## src/sv/tcf_pkg.sv

```systemverilog
// Package for the tilt complementary filter: widths, constants and the CORDIC angle table.
package tcf_pkg;

  localparam int CORDIC_STEPS        = 16;
  localparam int ANGLE_FRACTION_BITS = 16;
  localparam int ACCEL_BITS          = 16;

  localparam int ANGLE_W   = 25;
  localparam int WEIGHT_W  = 16;
  localparam int PERIOD_W  = 20;
  localparam int RATE_W    = 20;
  localparam int CFG_IDX_W = 4;
  localparam int CFG_DAT_W = 20;

  localparam logic [CFG_IDX_W-1:0] REG_GYRO_WEIGHT   = 4'd0;
  localparam logic [CFG_IDX_W-1:0] REG_SAMPLE_PERIOD = 4'd1;

  localparam logic [WEIGHT_W-1:0] GYRO_WEIGHT_RESET   = 16'd9830;
  localparam logic [PERIOD_W-1:0] SAMPLE_PERIOD_RESET = 20'd10503;

  localparam logic signed [ANGLE_W-1:0] NINETY   = ANGLE_W'(90 <<< ANGLE_FRACTION_BITS);
  localparam logic signed [ANGLE_W-1:0] ONE_EIGHTY = ANGLE_W'(180 <<< ANGLE_FRACTION_BITS);

  // atan(2^-i) in degrees, rounded to 2^-ANGLE_FRACTION_BITS (values for 16 fraction bits).
  function automatic logic signed [ANGLE_W-1:0] atan_entry(input logic [4:0] i);
    logic signed [ANGLE_W-1:0] v;
    case (i)
      5'd0:    v = 25'sd2949120;
      5'd1:    v = 25'sd1740967;
      5'd2:    v = 25'sd919879;
      5'd3:    v = 25'sd466945;
      5'd4:    v = 25'sd234379;
      5'd5:    v = 25'sd117304;
      5'd6:    v = 25'sd58666;
      5'd7:    v = 25'sd29335;
      5'd8:    v = 25'sd14668;
      5'd9:    v = 25'sd7334;
      5'd10:   v = 25'sd3667;
      5'd11:   v = 25'sd1833;
      5'd12:   v = 25'sd917;
      5'd13:   v = 25'sd458;
      5'd14:   v = 25'sd229;
      5'd15:   v = 25'sd115;
      5'd16:   v = 25'sd57;
      5'd17:   v = 25'sd29;
      5'd18:   v = 25'sd14;
      5'd19:   v = 25'sd7;
      5'd20:   v = 25'sd4;
      5'd21:   v = 25'sd2;
      5'd22:   v = 25'sd1;
      default: v = 25'sd0;
    endcase
    return v;
  endfunction

endpackage

```

## src/sv/tilt_complementary_filter.sv

```systemverilog
// Tilt complementary filter: iterative CORDIC tilt, bit-serial gyro step and blend.
// Sequence: the accepting edge starts a phase of CORDIC and the serial gyro multiply (the last
// partial product lands before the blend operands are loaded), then the serial blend runs, then
// the output is loaded. A new input is taken only once the previous item has left the sequencer;
// a waiting result does not stop the next input from being taken, it only holds the next result.
// Reset (rst, synchronous, active high) clears the state, the stored angles and restores the registers.
module tilt_complementary_filter (
  input  logic                                   clk,
  input  logic                                   rst,
  input  logic                                   in_valid,
  output logic                                   in_stall,
  input  logic                                   accel_valid,
  input  logic signed [tcf_pkg::ACCEL_BITS-1:0]  accel_y,
  input  logic signed [tcf_pkg::ACCEL_BITS-1:0]  accel_z,
  input  logic                                   gyro_valid,
  input  logic signed [tcf_pkg::RATE_W-1:0]      gyro_rate,
  output logic                                   out_valid,
  input  logic                                   out_stall,
  output logic signed [tcf_pkg::ANGLE_W-1:0]     tilt_angle,
  input  logic                                   cfg_valid,
  output logic                                   cfg_ready,
  input  logic [tcf_pkg::CFG_IDX_W-1:0]          cfg_index,
  input  logic [tcf_pkg::CFG_DAT_W-1:0]          cfg_data
);
  import tcf_pkg::*;

  // The CORDIC and the gyro multiply share one phase, which runs on past the longer of the
  // two so that the final partial product is in the accumulator when the blend is loaded.
  localparam int PHASE_LEN = ((CORDIC_STEPS > PERIOD_W) ? CORDIC_STEPS : PERIOD_W) + 1;
  localparam int BLEND_LEN = WEIGHT_W + 1;
  localparam int CNT_W     = $clog2(PHASE_LEN + 1);
  localparam int CX_W      = ACCEL_BITS + 20;
  localparam int PROD_W    = RATE_W + PERIOD_W + 1;
  localparam int SH        = 28 - ANGLE_FRACTION_BITS;
  localparam int STEP_W    = PROD_W - SH;
  localparam int SUM_W     = STEP_W + 2;
  localparam int ACC_W     = SUM_W + BLEND_LEN + 1;

  localparam logic [1:0] S_IDLE  = 2'd0;
  localparam logic [1:0] S_MUL   = 2'd1;
  localparam logic [1:0] S_BLEND = 2'd2;
  localparam logic [1:0] S_DONE  = 2'd3;

  logic [1:0]       state;
  logic [CNT_W-1:0] cnt;

  logic [WEIGHT_W-1:0] gyro_weight;
  logic [PERIOD_W-1:0] sample_period;

  logic signed [ANGLE_W-1:0] prior_angle;
  logic signed [ANGLE_W-1:0] held_accel_angle;

  // Captured sample flags.
  logic av;
  logic gv;
  logic fixed_angle;
  logic signed [ANGLE_W-1:0] fixed_value;

  // CORDIC working registers.
  logic signed [CX_W-1:0]    cx;
  logic signed [CX_W-1:0]    cy;
  logic signed [ANGLE_W-1:0] cacc;

  // Serial gyro multiply: the period shifts right, the rate shifts left.
  logic [PERIOD_W-1:0]      mper;
  logic signed [PROD_W-1:0] mrate;
  logic signed [PROD_W-1:0] prod;

  // Serial blend.
  logic [BLEND_LEN-1:0]    kreg;
  logic [BLEND_LEN-1:0]    kcreg;
  logic signed [ACC_W-1:0] aa;
  logic signed [ACC_W-1:0] hh;
  logic signed [ACC_W-1:0] bacc;

  logic signed [ANGLE_W-1:0] result;

  logic in_take;
  logic out_free;

  logic signed [CX_W-1:0]    dx;
  logic signed [CX_W-1:0]    dy;
  logic signed [ANGLE_W-1:0] cacc_next;
  logic signed [ANGLE_W-1:0] cord_angle;
  logic signed [ANGLE_W-1:0] accel_next;
  logic signed [PROD_W-1:0]  step_full;
  logic signed [STEP_W-1:0]  step;
  logic signed [SUM_W-1:0]   gsum;
  logic signed [ACC_W-1:0]   bsh;
  logic signed [CX_W-1:0]    y_ext;
  logic signed [CX_W-1:0]    z_ext;

  assign in_stall  = (state != S_IDLE);
  assign in_take   = in_valid && !in_stall;
  assign out_free  = !out_valid || !out_stall;
  assign cfg_ready = 1'b1;

  assign y_ext = CX_W'(accel_y);
  assign z_ext = CX_W'(accel_z);

  // One CORDIC rotation per cycle: the step index is the phase counter.
  always_comb begin
    dx = cy >>> cnt;
    dy = cx >>> cnt;
    if (cy >= 0) begin
      cacc_next = cacc + atan_entry(5'(cnt));
    end else begin
      cacc_next = cacc - atan_entry(5'(cnt));
    end
    if (cacc > NINETY) begin
      cord_angle = NINETY;
    end else if (cacc < -NINETY) begin
      cord_angle = -NINETY;
    end else begin
      cord_angle = cacc;
    end
    accel_next = fixed_angle ? fixed_value : cord_angle;
  end

  // The gyro step is rounded half up to the angle resolution.
  always_comb begin
    step_full = (prod + PROD_W'(1 <<< (SH - 1))) >>> SH;
    step      = gv ? STEP_W'(step_full) : '0;
    gsum      = SUM_W'(prior_angle) + SUM_W'(step);
    bsh       = bacc >>> 16;
    if (bsh > ACC_W'(ONE_EIGHTY)) begin
      result = ONE_EIGHTY;
    end else if (bsh < -ACC_W'(ONE_EIGHTY)) begin
      result = -ONE_EIGHTY;
    end else begin
      result = ANGLE_W'(bsh);
    end
  end

  // Configuration writes.
  always_ff @(posedge clk) begin
    if (rst) begin
      gyro_weight   <= GYRO_WEIGHT_RESET;
      sample_period <= SAMPLE_PERIOD_RESET;
    end else if (cfg_valid && cfg_ready) begin
      case (cfg_index)
        REG_GYRO_WEIGHT:   gyro_weight   <= cfg_data[WEIGHT_W-1:0];
        REG_SAMPLE_PERIOD: sample_period <= cfg_data[PERIOD_W-1:0];
        default: ;
      endcase
    end
  end

  // Sequencer: capture, CORDIC with gyro multiply, serial blend, then hand over the result.
  always_ff @(posedge clk) begin
    if (rst) begin
      state            <= S_IDLE;
      cnt              <= '0;
      prior_angle      <= '0;
      held_accel_angle <= '0;
      out_valid        <= 1'b0;
    end else begin
      // A new result is loaded only once the previous one has gone or is going now.
      if (state == S_DONE && out_free) begin
        out_valid <= 1'b1;
      end else if (out_valid && !out_stall) begin
        out_valid <= 1'b0;
      end
      case (state)
        S_IDLE: begin
          if (in_take) begin
            state <= S_MUL;
            cnt   <= '0;
          end
        end
        S_MUL: begin
          if (cnt == CNT_W'(PHASE_LEN - 1)) begin
            if (av) begin
              held_accel_angle <= accel_next;
            end
            state <= S_BLEND;
            cnt   <= '0;
          end else begin
            cnt <= cnt + 1'b1;
          end
        end
        S_BLEND: begin
          if (cnt == CNT_W'(BLEND_LEN - 1)) begin
            state <= S_DONE;
          end else begin
            cnt <= cnt + 1'b1;
          end
        end
        S_DONE: begin
          if (out_free) begin
            prior_angle <= result;
            state       <= S_IDLE;
          end
        end
        default: state <= S_IDLE;
      endcase
    end
  end

  // Datapath registers; none of them needs a reset.
  always_ff @(posedge clk) begin
    case (state)
      S_IDLE: begin
        if (in_take) begin
          av          <= accel_valid;
          gv          <= gyro_valid;
          fixed_angle <= (accel_y == 0) || (accel_z == 0);
          if (accel_y == 0) begin
            fixed_value <= '0;
          end else if (accel_y > 0) begin
            fixed_value <= NINETY;
          end else begin
            fixed_value <= -NINETY;
          end
          // Fold negative z onto the right half plane: atan(y/z) rather than atan2.
          if (accel_z < 0) begin
            cx <= (-z_ext) <<< 16;
            cy <= (-y_ext) <<< 16;
          end else begin
            cx <= z_ext <<< 16;
            cy <= y_ext <<< 16;
          end
          cacc  <= '0;
          mper  <= sample_period;
          mrate <= PROD_W'(gyro_rate);
          prod  <= '0;
        end
      end
      S_MUL: begin
        if (cnt < CNT_W'(CORDIC_STEPS)) begin
          if (cy >= 0) begin
            cx <= cx + dx;
            cy <= cy - dy;
          end else begin
            cx <= cx - dx;
            cy <= cy + dy;
          end
          cacc <= cacc_next;
        end
        if (cnt < CNT_W'(PERIOD_W)) begin
          if (mper[0]) begin
            prod <= prod + mrate;
          end
          mper  <= mper >> 1;
          mrate <= mrate <<< 1;
        end
        if (cnt == CNT_W'(PHASE_LEN - 1)) begin
          kreg  <= BLEND_LEN'(gyro_weight);
          kcreg <= BLEND_LEN'(17'd65536 - BLEND_LEN'(gyro_weight));
          aa    <= ACC_W'(gsum);
          hh    <= ACC_W'(av ? accel_next : held_accel_angle);
          bacc  <= ACC_W'(32768);
        end
      end
      S_BLEND: begin
        bacc  <= bacc + (kreg[0] ? aa : '0) + (kcreg[0] ? hh : '0);
        kreg  <= kreg >> 1;
        kcreg <= kcreg >> 1;
        aa    <= aa <<< 1;
        hh    <= hh <<< 1;
      end
      S_DONE: begin
        if (out_free) begin
          tilt_angle <= result;
        end
      end
      default: ;
    endcase
  end

`ifndef ASSERT_OFF
  a_range: assert property (@(posedge clk) disable iff (rst)
    out_valid |-> (tilt_angle <= ONE_EIGHTY) && (tilt_angle >= -ONE_EIGHTY))
    else $error("tilt angle beyond saturation limit");

  a_busy_stall: assert property (@(posedge clk) disable iff (rst)
    (state == S_MUL || state == S_BLEND) |-> in_stall)
    else $error("input taken while an item is in progress");

  a_rise_from_done: assert property (@(posedge clk) disable iff (rst)
    $rose(out_valid) |-> ($past(state) == S_DONE))
    else $error("result presented without a finished blend");

  a_take_starts: assert property (@(posedge clk) disable iff (rst)
    in_take |=> (state == S_MUL) && (cnt == '0))
    else $error("accepted transaction did not start the sequencer");
`endif

endmodule
```

## config.mk

```make
export PLATFORM = sky130hd
export DESIGN_NAME = tilt_complementary_filter
export DESIGN_NICKNAME = d
export VERILOG_FILES = /design/src/sv/tcf_pkg.sv /design/src/sv/tilt_complementary_filter.sv
export SDC_FILE = /design/constraint.sdc
export NUM_CORES = 2
export LEC_CHECK = 0
export ABC_AREA = 0
export BUFFER_PORTS_ARGS = -buffer_cell sky130_fd_sc_hd__buf_2
export CAP_MARGIN = 20
export CORE_ASPECT_RATIO = 0.8
export CORE_MARGIN = 4
export CORE_UTILIZATION = 58
export DETAILED_ROUTE_END_ITERATION = 8
export PLACE_DENSITY_LB_ADDON = 0.05
export SETUP_SLACK_MARGIN = 0.3
export SLEW_MARGIN = 20
export SYNTH_ARGS = -nofsm -noshare
export SYNTH_HDL_FRONTEND = slang
export SYNTH_SLANG_ARGS = --single-unit
```

## constraint.sdc

```tcl
create_clock -name clk -period 14.7 [get_ports clk]
set_input_delay 1.47 -clock clk [delete_from_list [all_inputs] [get_ports clk]]
set_output_delay 1.47 -clock clk [all_outputs]
set_load 0.01 [all_outputs]
```

==> impl_metrics.csv <==
group,metric,value,unit
status,run_status,"finished clean",
routing,ant_nets,0,
run,cap_violations,0,
clock_network,root_buffer,"clkbuf_16",
worst_hold_path,hold_class,"register to register",
clock_network,cts_hold_buffers,0,
logic_synthesis,yosysWarnings,0,
power,p_int,6.151,mW
clock_network,clk_latency,0.65,ns
floorplan,ios,111,
placed_design,postPlaceCellArea,0.04222,sq mm
sta,tns,0,ns
routing,wl_per_cell,21.56,um
logic_synthesis,syn_inst,4418,
worst_setup_path,required,15.07,ns
sta,finalClockSkew,0.03615,ns
sta,rsz0062_at_grt,"false",
sta,setup_viol,0,
clock_network,ctsResizeCount,0,
power,powerDensity,265.6,mW/mm^2
power,sequentialPowerShare,25.0,%
global_route,grt_pass1_vias,30990,
sta,hold_slack,0.4489,ns
logic_synthesis,seq_area_frac_synth,35.57,%
placed_design,dp_hpwl,85850,um
global_route,grt_first_pass_wirelength,180700,um
finish,syn2layout_area_growth,7.028,%
sta,drv_slew,0,
clock_network,cts_buffer_depth,3,
finish,drive_above_1_share,10.63,%
floorplan,die_x,305.8,um
clock_network,cts.clk_slew.worst_paths,0.06,ns
global_route,grt_usage,30.24,%
power,share_comb_of_total_power,63.0,%
global_route,overflow,0,
logic_synthesis,synth.avg_cell_area,9.312,sq um
power,pwr-share-clk,12.0,%
floorplan,dieArea,0.07529,sq mm
sta,maxSlewHeadroom,27.07,%
routing,viasPerCell,6.230,
clock_network,post_cts_buffers,0,
clock_network,htree_levels,2,
worst_setup_path,r2r-start,"cnt[0]",
power,p_leak,17.37,nW
logic_synthesis,synth_nets,4789,
floorplan,core-area,0.07043,sq mm
finish,utilization,62.52,%
worst_setup_path,startpoint_type,"register",
power,p_sw_share,47.41,%
logic_synthesis,synth-seq-cells,526,
worst_hold_path,hp-start,"sample_period[19]",
logic_synthesis,async_reset_ff_share,0,%
logic_synthesis,syn_area,0.04114,sq mm
global_route,grt_start_max_net_pins,181,
routing,vias,33540,
floorplan,start_util,58.42,%
logic_synthesis,synth_ff_type,"edfxtp_1",
finish,final_nets,4772,
worst_setup_path,worstSetupStartpoint,"cnt[0]",
sta,worstMarginPinSlew,1.094,ns
worst_setup_path,path_class,"register to register",
clock_network,cts.sinks,526,
power,ir_drop,0.2057,mV
global_route,antenna_found_initial,5,
logic_synthesis,synth-edff-count,410,
clock_network,cts_tree,"built",
clock_network,numCtsBuffers,56,
routing,post-route-drc-count,0,
sta,hold_viol,0,
power,p_sw,5.546,mW
routing,drt-initial-drc-count,3160,
finish,fillers,6017,
sta,finalCriticalPeriod,8.467,ns
floorplan,rows,87,
worst_setup_path,worstPathArrival,8.84,ns
sta,max_freq,118.1,MHz
floorplan,fp.dieH,246.2,um
worst_setup_path,endpoint_kind,"register",
worst_setup_path,crit_path_max_fanout,50,
routing,drt_wl_total,116100,um
placed_design,portBuffers,109,
placed_design,gp_congestion,0.9563,
logic_synthesis,yosysUniqueCellTypes,98,
finish,fin_area,0.04403,sq mm
sta,fin_crit_sh,57.60,%
routing,dr.pass1.iters,6,
finish,diodes,0,
## flip-flops by register name, indices dropped and copies added (netlist names), 17 cells and up, named ones only
| name | count |
|---|---|
| aa | 49 |
| bacc | 49 |
| hh | 49 |
| mrate | 41 |
| prod | 41 |
| cx | 36 |
| cy | 36 |
| cacc | 25 |
| held_accel_angle | 25 |
| prior_angle | 25 |
| tilt_angle | 25 |
| mper | 20 |
| sample_period | 20 |
| kcreg | 17 |
## power by group through the flow
stage          Clock, mW  Combinational (mW)  Sequential (mW)
2_1_floorplan          0                5.70             2.72
3_3_place_gp           0                7.18             2.92
3_5_place_dp           0                7.22             2.92
4_1_cts             1.44                7.28             2.90
5_1_grt             1.50                8.19             2.97
6_report            1.41                7.36             2.92
## per-stage QoR
| step | power (mW) | std cells | setup slack (ns) |
|---|---|---|---|
| 2_1_floorplan | 8.419 | 4418 | 2.241 |
| 3_3_place_gp | 10.10 | 5277 | 6.576 |
| 3_5_place_dp | 10.14 | 5277 | 6.536 |
| 4_1_cts | 11.61 | 5383 | 6.447 |
| 5_1_grt | 12.65 | 5383 | 5.737 |
| 6_report | 11.70 | 5383 | 6.233 |
## layout make-up
| cell class | instances | area, sq um | area share [%] |
|---|---|---|---|
| inverter | 131 | 494.2 | 1.122 |
| clock buffer | 79 | 1615 | 3.668 |
| multi-input combinational | 3535 | 25030 | 56.85 |
| tap | 934 | 1169 | 2.654 |
| sequential | 526 | 14650 | 33.26 |
| timing repair buffer | 151 | 875.8 | 1.989 |
| clock inverter | 27 | 201.4 | 0.4575 |
## critical path, cell delays in order (launching register included)
cell	delay, ns
dfxtp_4	0.85
buf_4	0.68
mux2_2	0.40
mux2i_1	0.43
a221oi_1	0.20
a211oi_1	0.84
nand4bb_1	0.27
nor3_1	0.34
nand3b_1	0.20
or3_1	0.43
o21ai_0	0.23
xnor2_1	0.16
ha_1	0.34
a21o_1	0.24
a21o_1	0.22
or3_1	0.33
a21oi_1	0.23
a31oi_1	0.19
a41o_1	0.32
o41a_1	0.35
a211oi_1	0.28
xor3_1	0.36
mux2_2	0.27
## cells by family after synthesis
group,count (synthesis),synth area share [%]
AOI/OAI and AO/OA,1088,16.66
xor gates and xnor gates,309,6.615
adders and majority gates,288,9.744
buffers and inverters,357,3.762
DFF,526,35.57
muxes,266,9.449
other,1,0.009115
and+or+nand+nor,1583,18.20
## cell usage in the layout, fill, tap and decap left out, types with 32 or more instances in the layout
cell | netlist | final
o31ai_1 | 45 | 45
o21ai_0 | 268 | 266
nor3_1 | 85 | 85
or3_1 | 32 | 32
inv_1 | 125 | 124
nand2_1 | 575 | 575
nor2_1 | 352 | 350
buf_4 | 11 | 42
mux2_2 | 97 | 97
fa_1 | 54 | 54
dfxtp_1 | 116 | 111
and2_1 | 173 | 173
a21oi_1 | 316 | 316
xnor2_1 | 181 | 181
clkbuf_16 | 0 | 59
xor2_1 | 127 | 127
nor2b_1 | 48 | 48
edfxtp_1 | 410 | 410
nand3_1 | 94 | 94
nand2b_1 | 67 | 67
buf_2 | 26 | 108
o21a_1 | 39 | 38
a21o_1 | 107 | 107
mux2i_1 | 82 | 82
ha_1 | 234 | 232
a31oi_1 | 59 | 59
mux4_2 | 78 | 78
## final timing paths
| check | to | slack [ns] | cells past startpoint |
|---|---|---|---|
| setup reg to reg | cy[35] | 6.23 | 22 |
| setup / recovery | cy[35] | 6.23 | 22 |
| hold / removal | sample_period[19] | 0.45 | 2 |
| hold reg to reg | sample_period[19] | 0.45 | 2 |
## synth_stat cells (all sizes together), types with 18 or more instances
| cell | count | area, sq um |
|---|---|---|
| a211oi | 28 | 210.2 |
| a21o | 107 | 803.3 |
| a21oi | 317 | 1590 |
| a31oi | 59 | 369.1 |
| and2 | 173 | 1082 |
| and3 | 26 | 162.7 |
| buf | 69 | 466.7 |
| clkbuf | 157 | 589.3 |
| dfxtp | 116 | 2322 |
| edfxtp | 410 | 12310 |
| fa | 54 | 1081 |
| ha | 234 | 2928 |
| inv | 129 | 484.2 |
| mux2 | 98 | 1104 |
| mux2i | 83 | 843.3 |
| mux4 | 85 | 1941 |
| nand2 | 575 | 2158 |
| nand2b | 67 | 419.2 |
| nand3 | 94 | 470.5 |
| nand3b | 19 | 142.6 |
| nand4 | 27 | 175.2 |
| nor2 | 352 | 1321 |
| nor2b | 48 | 300.3 |
| nor3 | 85 | 425.4 |
| nor4 | 27 | 168.9 |
| o21a | 39 | 292.8 |
| o21ai | 274 | 1371 |
| o21bai | 32 | 240.2 |
| o31ai | 46 | 350.3 |
| o41ai | 18 | 172.7 |
| or2 | 20 | 125.1 |
| or3 | 33 | 211.5 |
| xnor2 | 181 | 1585 |
| xor2 | 127 | 1112 |
## routing by layer
metal,part of all wire (%),global-route usage [%],vias up
li1,-,-,16090
met1,48,48.10,16040
met2,40,41.54,1264
met3,9.7,7.331,146
met4,1.8,5.733,2
met5,0.011,0,-
(Power assumes the default switching activity.)
